==> src/rtl/saob_pkg.sv <==
// saob_pkg: shared constants of the straight alpha over blend pipeline
// used by saob_front, saob_alpha_lane and straight_alpha_over_blend
`default_nettype none

package saob_pkg;

    // number of colour lanes working side by side (red, green, blue)
    localparam int unsigned COLOR_LANES = 3;

    // register stages in front of the divider in each colour lane
    localparam int unsigned PRE_DIV_STAGES = 2;

    // register stages of the alpha rounding path before its delay line
    localparam int unsigned ALPHA_CALC_STAGES = 2;

endpackage

`default_nettype wire

==> src/rtl/straight_alpha_over_blend.sv <==
// straight_alpha_over_blend: porter-duff over of two straight alpha rgba pixels
// depends on saob_pkg, saob_front, saob_color_lane, saob_alpha_lane
//
//  port group   | dir | tdata fields, lowest bits first
//  s_axis_*     | in  | top r, g, b, a, bottom r, g, b, a (CHANNEL_BITS each)
//  m_axis_*     | out | out r, g, b, a (CHANNEL_BITS each), zero padded to bytes
//
// one item per clock while m_axis_tready stays high; the pipeline depth follows
// CHANNEL_BITS through the one quotient bit per stage divider in each colour lane
// rst_n clears the valid bits and the skid full flag; the data registers are not reset
// s_axis_tready comes from a register: an input skid stage holds one item while
// the pipeline is stalled by m_axis_tready
`default_nettype none

module straight_alpha_over_blend #(
    parameter int unsigned CHANNEL_BITS = 8
) (
    input  wire logic                                   clk,
    input  wire logic                                   rst_n,
    input  wire logic                                   s_axis_tvalid,
    output logic                                        s_axis_tready,
    // top_red, top_green, top_blue, top_alpha,
    // bottom_red, bottom_green, bottom_blue, bottom_alpha
    input  wire logic [8*CHANNEL_BITS-1:0]              s_axis_tdata,
    output logic                                        m_axis_tvalid,
    input  wire logic                                   m_axis_tready,
    // out_red, out_green, out_blue, out_alpha, zero padding
    output logic      [((4*CHANNEL_BITS+7)/8)*8-1:0]    m_axis_tdata
);

    localparam int unsigned N     = CHANNEL_BITS;
    localparam int unsigned WW    = 2 * N;
    localparam int unsigned IN_W  = 8 * N;
    localparam int unsigned RES_W = 4 * N;
    localparam int unsigned OUT_W = ((4 * N + 7) / 8) * 8;
    localparam int unsigned LANES = saob_pkg::COLOR_LANES;
    localparam int unsigned LAT   = 1 + saob_pkg::PRE_DIV_STAGES + N;

    logic            en;
    logic            skid_full_reg;
    logic            skid_full_next;
    logic [IN_W-1:0] skid_data_reg;
    logic            in_valid;
    logic [IN_W-1:0] in_data;

    logic            vld_reg [LAT];
    logic            out_valid_reg;
    logic [RES_W-1:0] out_data_reg;

    // pipeline moves when the output register is free or being drained
    assign en            = !out_valid_reg || m_axis_tready;
    assign s_axis_tready = !skid_full_reg;
    assign in_valid      = skid_full_reg || s_axis_tvalid;
    assign in_data       = skid_full_reg ? skid_data_reg : s_axis_tdata;

    always_comb
    begin
        skid_full_next = skid_full_reg;
        if (en)
        begin
            skid_full_next = 1'b0;
        end
        else if (s_axis_tvalid && !skid_full_reg)
        begin
            skid_full_next = 1'b1;
        end
    end

    always_ff @(posedge clk or negedge rst_n)
    begin
        if (!rst_n)
        begin
            skid_full_reg <= 1'b0;
        end
        else
        begin
            skid_full_reg <= skid_full_next;
        end
    end

    always_ff @(posedge clk)
    begin
        if (!skid_full_reg && !en)
        begin
            skid_data_reg <= s_axis_tdata;
        end
    end

    // unpack the input item
    logic [N-1:0] top_color    [LANES];
    logic [N-1:0] bottom_color [LANES];
    logic [N-1:0] top_alpha;
    logic [N-1:0] bottom_alpha;

    always_comb
    begin
        for (int i = 0; i < LANES; i++)
        begin
            top_color[i]    = in_data[i*N +: N];
            bottom_color[i] = in_data[(i+4)*N +: N];
        end
        top_alpha    = in_data[3*N +: N];
        bottom_alpha = in_data[7*N +: N];
    end

    logic [N-1:0]  top_color_f    [LANES];
    logic [N-1:0]  bottom_color_f [LANES];
    logic [WW-1:0] top_scaled_f;
    logic [WW-1:0] bottom_scaled_f;
    logic [WW-1:0] weight_f;

    saob_front #(
        .CHANNEL_BITS (CHANNEL_BITS)
    ) u_front (
        .clk               (clk),
        .en                (en),
        .top_color         (top_color),
        .bottom_color      (bottom_color),
        .top_alpha         (top_alpha),
        .bottom_alpha      (bottom_alpha),
        .top_color_reg     (top_color_f),
        .bottom_color_reg  (bottom_color_f),
        .top_scaled_reg    (top_scaled_f),
        .bottom_scaled_reg (bottom_scaled_f),
        .weight_reg        (weight_f)
    );

    logic [N-1:0] lane_color [LANES];

    for (genvar g = 0; g < LANES; g++)
    begin : g_lane
        saob_color_lane #(
            .CHANNEL_BITS (CHANNEL_BITS)
        ) u_color_lane (
            .clk           (clk),
            .en            (en),
            .top_color     (top_color_f[g]),
            .bottom_color  (bottom_color_f[g]),
            .top_scaled    (top_scaled_f),
            .bottom_scaled (bottom_scaled_f),
            .weight        (weight_f),
            .color         (lane_color[g])
        );
    end

    logic [N-1:0] lane_alpha;
    logic         zero_weight;

    saob_alpha_lane #(
        .CHANNEL_BITS (CHANNEL_BITS)
    ) u_alpha_lane (
        .clk         (clk),
        .en          (en),
        .weight      (weight_f),
        .alpha       (lane_alpha),
        .zero_weight (zero_weight)
    );

    // merge: both pixels transparent gives an all zero result
    logic [RES_W-1:0] merged;

    always_comb
    begin
        merged = {lane_alpha, lane_color[2], lane_color[1], lane_color[0]};
        if (zero_weight)
        begin
            merged = '0;
        end
    end

    always_ff @(posedge clk or negedge rst_n)
    begin
        if (!rst_n)
        begin
            for (int i = 0; i < LAT; i++)
            begin
                vld_reg[i] <= 1'b0;
            end
            out_valid_reg <= 1'b0;
        end
        else if (en)
        begin
            vld_reg[0] <= in_valid;
            for (int i = 1; i < LAT; i++)
            begin
                vld_reg[i] <= vld_reg[i-1];
            end
            out_valid_reg <= vld_reg[LAT-1];
        end
    end

    always_ff @(posedge clk)
    begin
        if (en)
        begin
            out_data_reg <= merged;
        end
    end

    assign m_axis_tvalid = out_valid_reg;
    assign m_axis_tdata  = OUT_W'(out_data_reg);

endmodule

`default_nettype wire

==> src/rtl/saob_front.sv <==
// saob_front: first pipeline stage, forms the blend weight and the shared alpha terms
// depends on saob_pkg
`default_nettype none

module saob_front #(
    parameter int unsigned CHANNEL_BITS = 8
) (
    input  wire logic                        clk,
    input  wire logic                        en,
    input  wire logic [CHANNEL_BITS-1:0]     top_color [saob_pkg::COLOR_LANES],
    input  wire logic [CHANNEL_BITS-1:0]     bottom_color [saob_pkg::COLOR_LANES],
    input  wire logic [CHANNEL_BITS-1:0]     top_alpha,
    input  wire logic [CHANNEL_BITS-1:0]     bottom_alpha,
    output logic      [CHANNEL_BITS-1:0]     top_color_reg [saob_pkg::COLOR_LANES],
    output logic      [CHANNEL_BITS-1:0]     bottom_color_reg [saob_pkg::COLOR_LANES],
    output logic      [2*CHANNEL_BITS-1:0]   top_scaled_reg,
    output logic      [2*CHANNEL_BITS-1:0]   bottom_scaled_reg,
    output logic      [2*CHANNEL_BITS-1:0]   weight_reg
);

    localparam int unsigned N  = CHANNEL_BITS;
    localparam int unsigned WW = 2 * N;
    localparam logic [N-1:0] CH_MAX = '1;

    logic [N-1:0]  top_inv;
    logic [WW-1:0] top_scaled_next;
    logic [WW-1:0] bottom_scaled_next;
    logic [WW-1:0] weight_next;

    // ta * max as a shift and subtract
    assign top_scaled_next    = {top_alpha, {N{1'b0}}} - WW'(top_alpha);
    assign top_inv            = CH_MAX - top_alpha;
    assign bottom_scaled_next = WW'(bottom_alpha) * WW'(top_inv);
    assign weight_next        = top_scaled_next + bottom_scaled_next;

    always_ff @(posedge clk)
    begin
        if (en)
        begin
            top_color_reg     <= top_color;
            bottom_color_reg  <= bottom_color;
            top_scaled_reg    <= top_scaled_next;
            bottom_scaled_reg <= bottom_scaled_next;
            weight_reg        <= weight_next;
        end
    end

endmodule

`default_nettype wire

==> src/rtl/saob_color_lane.sv <==
// saob_color_lane: one colour channel, weighted sum and a one bit per stage restoring divider
// uses nothing from saob_pkg; the top level latency sum assumes its stage layout
`default_nettype none

module saob_color_lane #(
    parameter int unsigned CHANNEL_BITS = 8
) (
    input  wire logic                        clk,
    input  wire logic                        en,
    input  wire logic [CHANNEL_BITS-1:0]     top_color,
    input  wire logic [CHANNEL_BITS-1:0]     bottom_color,
    input  wire logic [2*CHANNEL_BITS-1:0]   top_scaled,
    input  wire logic [2*CHANNEL_BITS-1:0]   bottom_scaled,
    input  wire logic [2*CHANNEL_BITS-1:0]   weight,
    output logic      [CHANNEL_BITS-1:0]     color
);

    localparam int unsigned N  = CHANNEL_BITS;
    localparam int unsigned WW = 2 * N;
    localparam int unsigned PW = 3 * N;
    localparam int unsigned SW = 3 * N + 1;
    localparam int unsigned DW = 3 * N + 2;
    localparam int unsigned RW = 2 * N + 1;

    // product stage
    logic [PW-1:0] prod_top_reg;
    logic [PW-1:0] prod_bottom_reg;
    logic [WW-1:0] weight_a_reg;

    logic [PW-1:0] prod_top_next;
    logic [PW-1:0] prod_bottom_next;

    assign prod_top_next    = PW'(top_color) * PW'(top_scaled);
    assign prod_bottom_next = PW'(bottom_color) * PW'(bottom_scaled);

    always_ff @(posedge clk)
    begin
        if (en)
        begin
            prod_top_reg    <= prod_top_next;
            prod_bottom_reg <= prod_bottom_next;
            weight_a_reg    <= weight;
        end
    end

    // dividend 2*num + w over divisor 2*w, quotient known to fit in N bits
    logic [SW-1:0] num_sum;
    logic [DW-1:0] dividend;

    assign num_sum  = SW'(prod_top_reg) + SW'(prod_bottom_reg);
    assign dividend = {num_sum, 1'b0} + DW'(weight_a_reg);

    logic [RW-1:0] rem_reg  [N];
    logic [N-1:0]  low_reg  [N];
    logic [RW-1:0] div_reg  [N];
    logic [N-1:0]  quot_reg [N];

    always_ff @(posedge clk)
    begin
        if (en)
        begin
            rem_reg[0] <= dividend[N+RW-1:N];
            low_reg[0] <= dividend[N-1:0];
            div_reg[0] <= {weight_a_reg, 1'b0};
        end
    end

    for (genvar k = 0; k < N; k++)
    begin : g_div
        logic [RW:0]   trial;
        logic [RW:0]   diff;
        logic          take;
        logic [RW-1:0] rem_next;
        logic [N-1:0]  quot_in;

        assign trial    = {rem_reg[k], low_reg[k][N-1]};
        assign diff     = trial - {1'b0, div_reg[k]};
        assign take     = (trial >= {1'b0, div_reg[k]});
        assign rem_next = take ? diff[RW-1:0] : trial[RW-1:0];

        if (k == 0)
        begin : g_first
            assign quot_in = '0;
        end
        else
        begin : g_rest
            assign quot_in = quot_reg[k-1];
        end

        always_ff @(posedge clk)
        begin
            if (en)
            begin
                quot_reg[k] <= {quot_in[N-2:0], take};
            end
        end

        if (k < N - 1)
        begin : g_pass
            always_ff @(posedge clk)
            begin
                if (en)
                begin
                    rem_reg[k+1] <= rem_next;
                    low_reg[k+1] <= {low_reg[k][N-2:0], 1'b0};
                    div_reg[k+1] <= div_reg[k];
                end
            end
        end
    end

    assign color = quot_reg[N-1];

endmodule

`default_nettype wire

==> src/rtl/saob_alpha_lane.sv <==
// saob_alpha_lane: out alpha as round half up of w / max, plus the zero weight flag
// depends on saob_pkg
`default_nettype none

module saob_alpha_lane #(
    parameter int unsigned CHANNEL_BITS = 8
) (
    input  wire logic                        clk,
    input  wire logic                        en,
    input  wire logic [2*CHANNEL_BITS-1:0]   weight,
    output logic      [CHANNEL_BITS-1:0]     alpha,
    output logic                             zero_weight
);

    localparam int unsigned N   = CHANNEL_BITS;
    localparam int unsigned WW  = 2 * N;
    localparam int unsigned XW  = 2 * N + 1;
    localparam int unsigned DLY = saob_pkg::PRE_DIV_STAGES + N - saob_pkg::ALPHA_CALC_STAGES;
    localparam logic [WW-1:0] HALF   = WW'((1 << (N - 1)) - 1);
    localparam logic [XW-1:0] CH_MAX = XW'((1 << N) - 1);

    // estimate stage: floor((w + half) / max) from below, off by at most one
    logic [WW-1:0] x_val;
    logic [XW-1:0] est_sum;

    logic [WW-1:0] x_reg;
    logic [N:0]    est_reg;
    logic          zero_a_reg;

    assign x_val   = weight + HALF;
    assign est_sum = XW'(x_val) + XW'(x_val >> N);

    always_ff @(posedge clk)
    begin
        if (en)
        begin
            x_reg      <= x_val;
            est_reg    <= est_sum[XW-1:N];
            zero_a_reg <= (weight == '0);
        end
    end

    // correction stage
    logic [XW-1:0] est_times_max;
    logic [XW-1:0] rem_val;
    logic [N:0]    est_fixed;

    logic [N-1:0]  alpha_b_reg;
    logic          zero_b_reg;

    assign est_times_max = {est_reg, {N{1'b0}}} - XW'(est_reg);
    assign rem_val       = XW'(x_reg) - est_times_max;
    assign est_fixed     = (rem_val >= CH_MAX) ? est_reg + 1'b1 : est_reg;

    always_ff @(posedge clk)
    begin
        if (en)
        begin
            alpha_b_reg <= est_fixed[N-1:0];
            zero_b_reg  <= zero_a_reg;
        end
    end

    // delay line to line up with the colour lanes
    logic [N-1:0] alpha_dly_reg [DLY];
    logic         zero_dly_reg  [DLY];

    always_ff @(posedge clk)
    begin
        if (en)
        begin
            alpha_dly_reg[0] <= alpha_b_reg;
            zero_dly_reg[0]  <= zero_b_reg;
            for (int i = 1; i < DLY; i++)
            begin
                alpha_dly_reg[i] <= alpha_dly_reg[i-1];
                zero_dly_reg[i]  <= zero_dly_reg[i-1];
            end
        end
    end

    assign alpha       = alpha_dly_reg[DLY-1];
    assign zero_weight = zero_dly_reg[DLY-1];

endmodule

`default_nettype wire
==> config.mk <==
export PLATFORM = sky130hd
export DESIGN_NAME = straight_alpha_over_blend
export DESIGN_NICKNAME = d
export VERILOG_FILES = /design/src/rtl/saob_pkg.sv /design/src/rtl/straight_alpha_over_blend.sv /design/src/rtl/saob_front.sv /design/src/rtl/saob_color_lane.sv /design/src/rtl/saob_alpha_lane.sv
export SDC_FILE = /design/constraint.sdc
export NUM_CORES = 2
export LEC_CHECK = 0
export BUFFER_PORTS_ARGS = -buffer_cell sky130_fd_sc_hd__buf_2
export CAP_MARGIN = 20
export CORE_ASPECT_RATIO = 1.25
export CORE_MARGIN = 4
export CORE_UTILIZATION = 52
export DETAILED_ROUTE_END_ITERATION = 10
export HOLD_SLACK_MARGIN = 0.08
export PLACE_DENSITY = 0.7
export RECOVER_POWER = 50
export SKIP_CTS_REPAIR_TIMING = 1
export SLEW_MARGIN = 20
export SYNTH_ARGS = -nofsm -noshare
export SYNTH_HDL_FRONTEND = slang
export SYNTH_SLANG_ARGS = --single-unit
==> constraint.sdc <==
create_clock -name clk -period 60.2 [get_ports clk]
set_input_delay 9.03 -clock clk [delete_from_list [all_inputs] [get_ports clk]]
set_output_delay 9.03 -clock clk [all_outputs]
set_load 0.1 [all_outputs]
==> results.yml <==
cells_and_area:
  drive_gt1_share_pct: 6.13
  largest_reg_flops: 408
  synthToLayoutAreaGrowth_pct: 8.39
  finalNetCount: 9777
  final_common_cell: "edfxtp_1"
  mostFrequentLayoutCells: "1187 x edfxtp_1, 885 x inv_1, 850 x ha_1"
route:
  drtAntennaViolNets: 0
  vias_per_cell: 5.72
  wl_per_cell_um: 21.7
  firstDrtPassIters: 7
  via_count: 60800
  routed_wirelength_um: 231000
  detail_route.iter0.violations: 3552
  drc_errors: 0
global_routing:
  globalRouteOverflowTotal: 0
  top_usage_layer: "met2"
  grt_use_met1_pct: 26.4
  grt_pass1_wl_um: 358000
  grt_pass1_vias: 64000
  antenna_found_initial: 6
  grt_max_degree: 188
  track_usage_pct: 26.1
  use_met2_pct: 48.5
  grt_use_met3_pct: 3.27
critical_path:
  crit_slowest_cell: "clkinvlp_2"
  critical_path_class: "primary input to flop"
  rrSetupSlack_ns: 53.06
  cp_max_fo: 187
  crit_path_end_kind: "flop"
  crit_path_frequent_cell: "buf_4"
  slowest_delay_ns: 2.38
  worst-endpoint-arrival_ns: 15.50
  cp.required_ns: 60.62
  crit_chain: "buf_2 > nor2b_1 > clkinvlp_2 > buf_4 > buf_12 > buf_4 > buf_12 > buf_4"
  critPathLaunchType: "primary input"
sta:
  worst_slew_pin_slew_ns: 2.82
  finalHoldViolCount: 0
  setup_viol_count_final: 0
  setup_tns_ns: 0
  drv_slew: 360
  slew_headroom_pct: -89.0
  finalCritPeriodShare_pct: 25.1
  rsz0062_at_grt: "no"
  skew_ns: 0.0450
  min_period_ns: 15.08
  clock.fmax_mhz: 66.3
floorplan:
  ios: 102
  dieArea_um2: 178000
  num_rows: 169
  die_y_um: 471
  start_util_pct: 52.5
  coreArea_um2: 170000
  die_w_um: 378
logic_synthesis:
  synth_area_per_cell_um2: 10.9
  syn-cell-area_um2: 89200
  synth_ff_type: "edfxtp_1"
  yosys_register_bits: 1200
  ys_warn_count: 0
  ys_seq_area_share_pct: 40.3
  syn_inst: 8183
  synth_fp_nets: 9670
  yosys-top-cells-area: "edfxtp_1 40%, fa_1 13%, ha_1 12%, inv_1 3.7%, xnor2_1 3.6%"
  async_flop_share_pct: 1.08
  yosysUniqueCellTypes: 83
  synth_top_area_share_pct: 40.0
  synth-edff-count: 1187
  yosys.area.top_type: "edfxtp_1"
flow_run:
  cap_violations: 13
status:
  outcome: "finished, violations left"
  violations: "max-capacitance violations, max-slew violations"
cts:
  cts.root.buffer_cell: "clkbuf_16"
  cts_buffer_depth: 3
  tritoncts: "built"
  path_clk_slew_ns: 0.06
  numCtsBuffers: 131
  clk-insertion-delay-late_ns: 0.82
  htree_levels: 4
  clock-sinks: 1200
place:
  numPortBuffers: 101
  dp_hpwl_um: 181000
  gp_congestion: 1.00
worst_hold_path:
  hp-class: "flop to flop"
## Yosys cell counts, types with 16 or more instances
cell	instances
a211oi_1	29
a21boi_0	51
a21o_1	155
a21oi_1	479
a31oi_1	53
and2_1	382
and3_1	39
clkbuf_1	168
edfxtp_1	1187
fa_1	569
ha_1	850
inv_1	886
mux2_2	193
mux2i_1	35
nand2_1	733
nand2b_1	84
nand3_1	105
nand3b_1	16
nand4_1	56
nor2_1	533
nor2b_1	120
nor3_1	148
o211ai_1	21
o21a_1	66
o21ai_0	276
o21ai_1	20
o21bai_1	55
o31ai_1	36
or2_2	27
or3_1	36
xnor2_1	369
xor2_1	161
## final timing paths
| path | cells past startpoint | startpoint | endpoint |
|---|---|---|---|
| max | 8 | m_axis_tready | g_lane[1].u_color_lane.rem_reg[1][13]$_DFFE_PN_ |
| min | 0 | u_alpha_lane.zero_dly_reg[0][3]$_DFFE_PN_ | u_alpha_lane.zero_dly_reg[1][0]$_DFFE_PN_ |
| max reg2reg | 7 | m_axis_tvalid$_DFFE_PN0N_ | g_lane[1].u_color_lane.rem_reg[1][13]$_DFFE_PN_ |
| min reg2reg | 0 | u_alpha_lane.zero_dly_reg[0][3]$_DFFE_PN_ | u_alpha_lane.zero_dly_reg[1][0]$_DFFE_PN_ |
| max in group asynchronous | 1 | rst_n | skid_full_reg$_DFFE_PN0P_ |
| min in group asynchronous | 1 | rst_n | m_axis_tvalid$_DFFE_PN0N_ |
## kinds of logic after synthesis
| kind of cell | Yosys count | synth area share [%] |
|---|---|---|
| fa+ha+maj | 1419 | 24.7 |
| flops | 1200 | 40.3 |
| compound gates | 1389 | 9.69 |
| xor+xnor | 531 | 5.22 |
| buf+inv | 1071 | 4.52 |
| other cells | 1 | 0.00421 |
| mux | 228 | 2.83 |
| simple gates | 2344 | 12.7 |
## stage by stage
| step | cells | worst slack (ns) | cell area, µm² | utilization, % | hold slack, ns |
|---|---|---|---|---|---|
| after floorplan | 8183 | 0.0322 | 89200 | - | 0.400 |
| after global placement | 10400 | 45.05 | 92300 | 54.3 | 0.401 |
| after detailed placement | 10400 | 45.05 | 92300 | 54.3 | 0.405 |
| after CTS | 10600 | 45.93 | 96800 | 56.9 | 0.407 |
| after global routing | 10600 | 44.63 | 96600 | 56.8 | 0.408 |
| final | 10600 | 45.12 | 96700 | 56.9 | 0.409 |
## routing by layer
metal  vias up  routed length [µm]  share of wire [%]
met2      1618              121000                 52
li1      28700                   -                  -
met3       690                8370                3.6
met4         0               21700                9.4
met5         -                   0                  0
met1     29800               79700                 35
## worst max-delay path: cells and delay by family
family	cells	cell delay, ns
buffers and inverters	7	5.51
and+or+nand+nor	1	0.56
## area by class of cell
type	count	area, µm²
inverters	887	3330
clock buffers	148	3380
flip-flops and latches	1200	36000
clock inverters	94	1090
diodes	8	20.0
fillers	14400	73400
well taps	2223	2780
multi-input cells	5912	49200
repair buffers	158	876
Power is not shown: default switching activity piles up to over one toggle a cycle in this logic, so the estimate is an artifact.
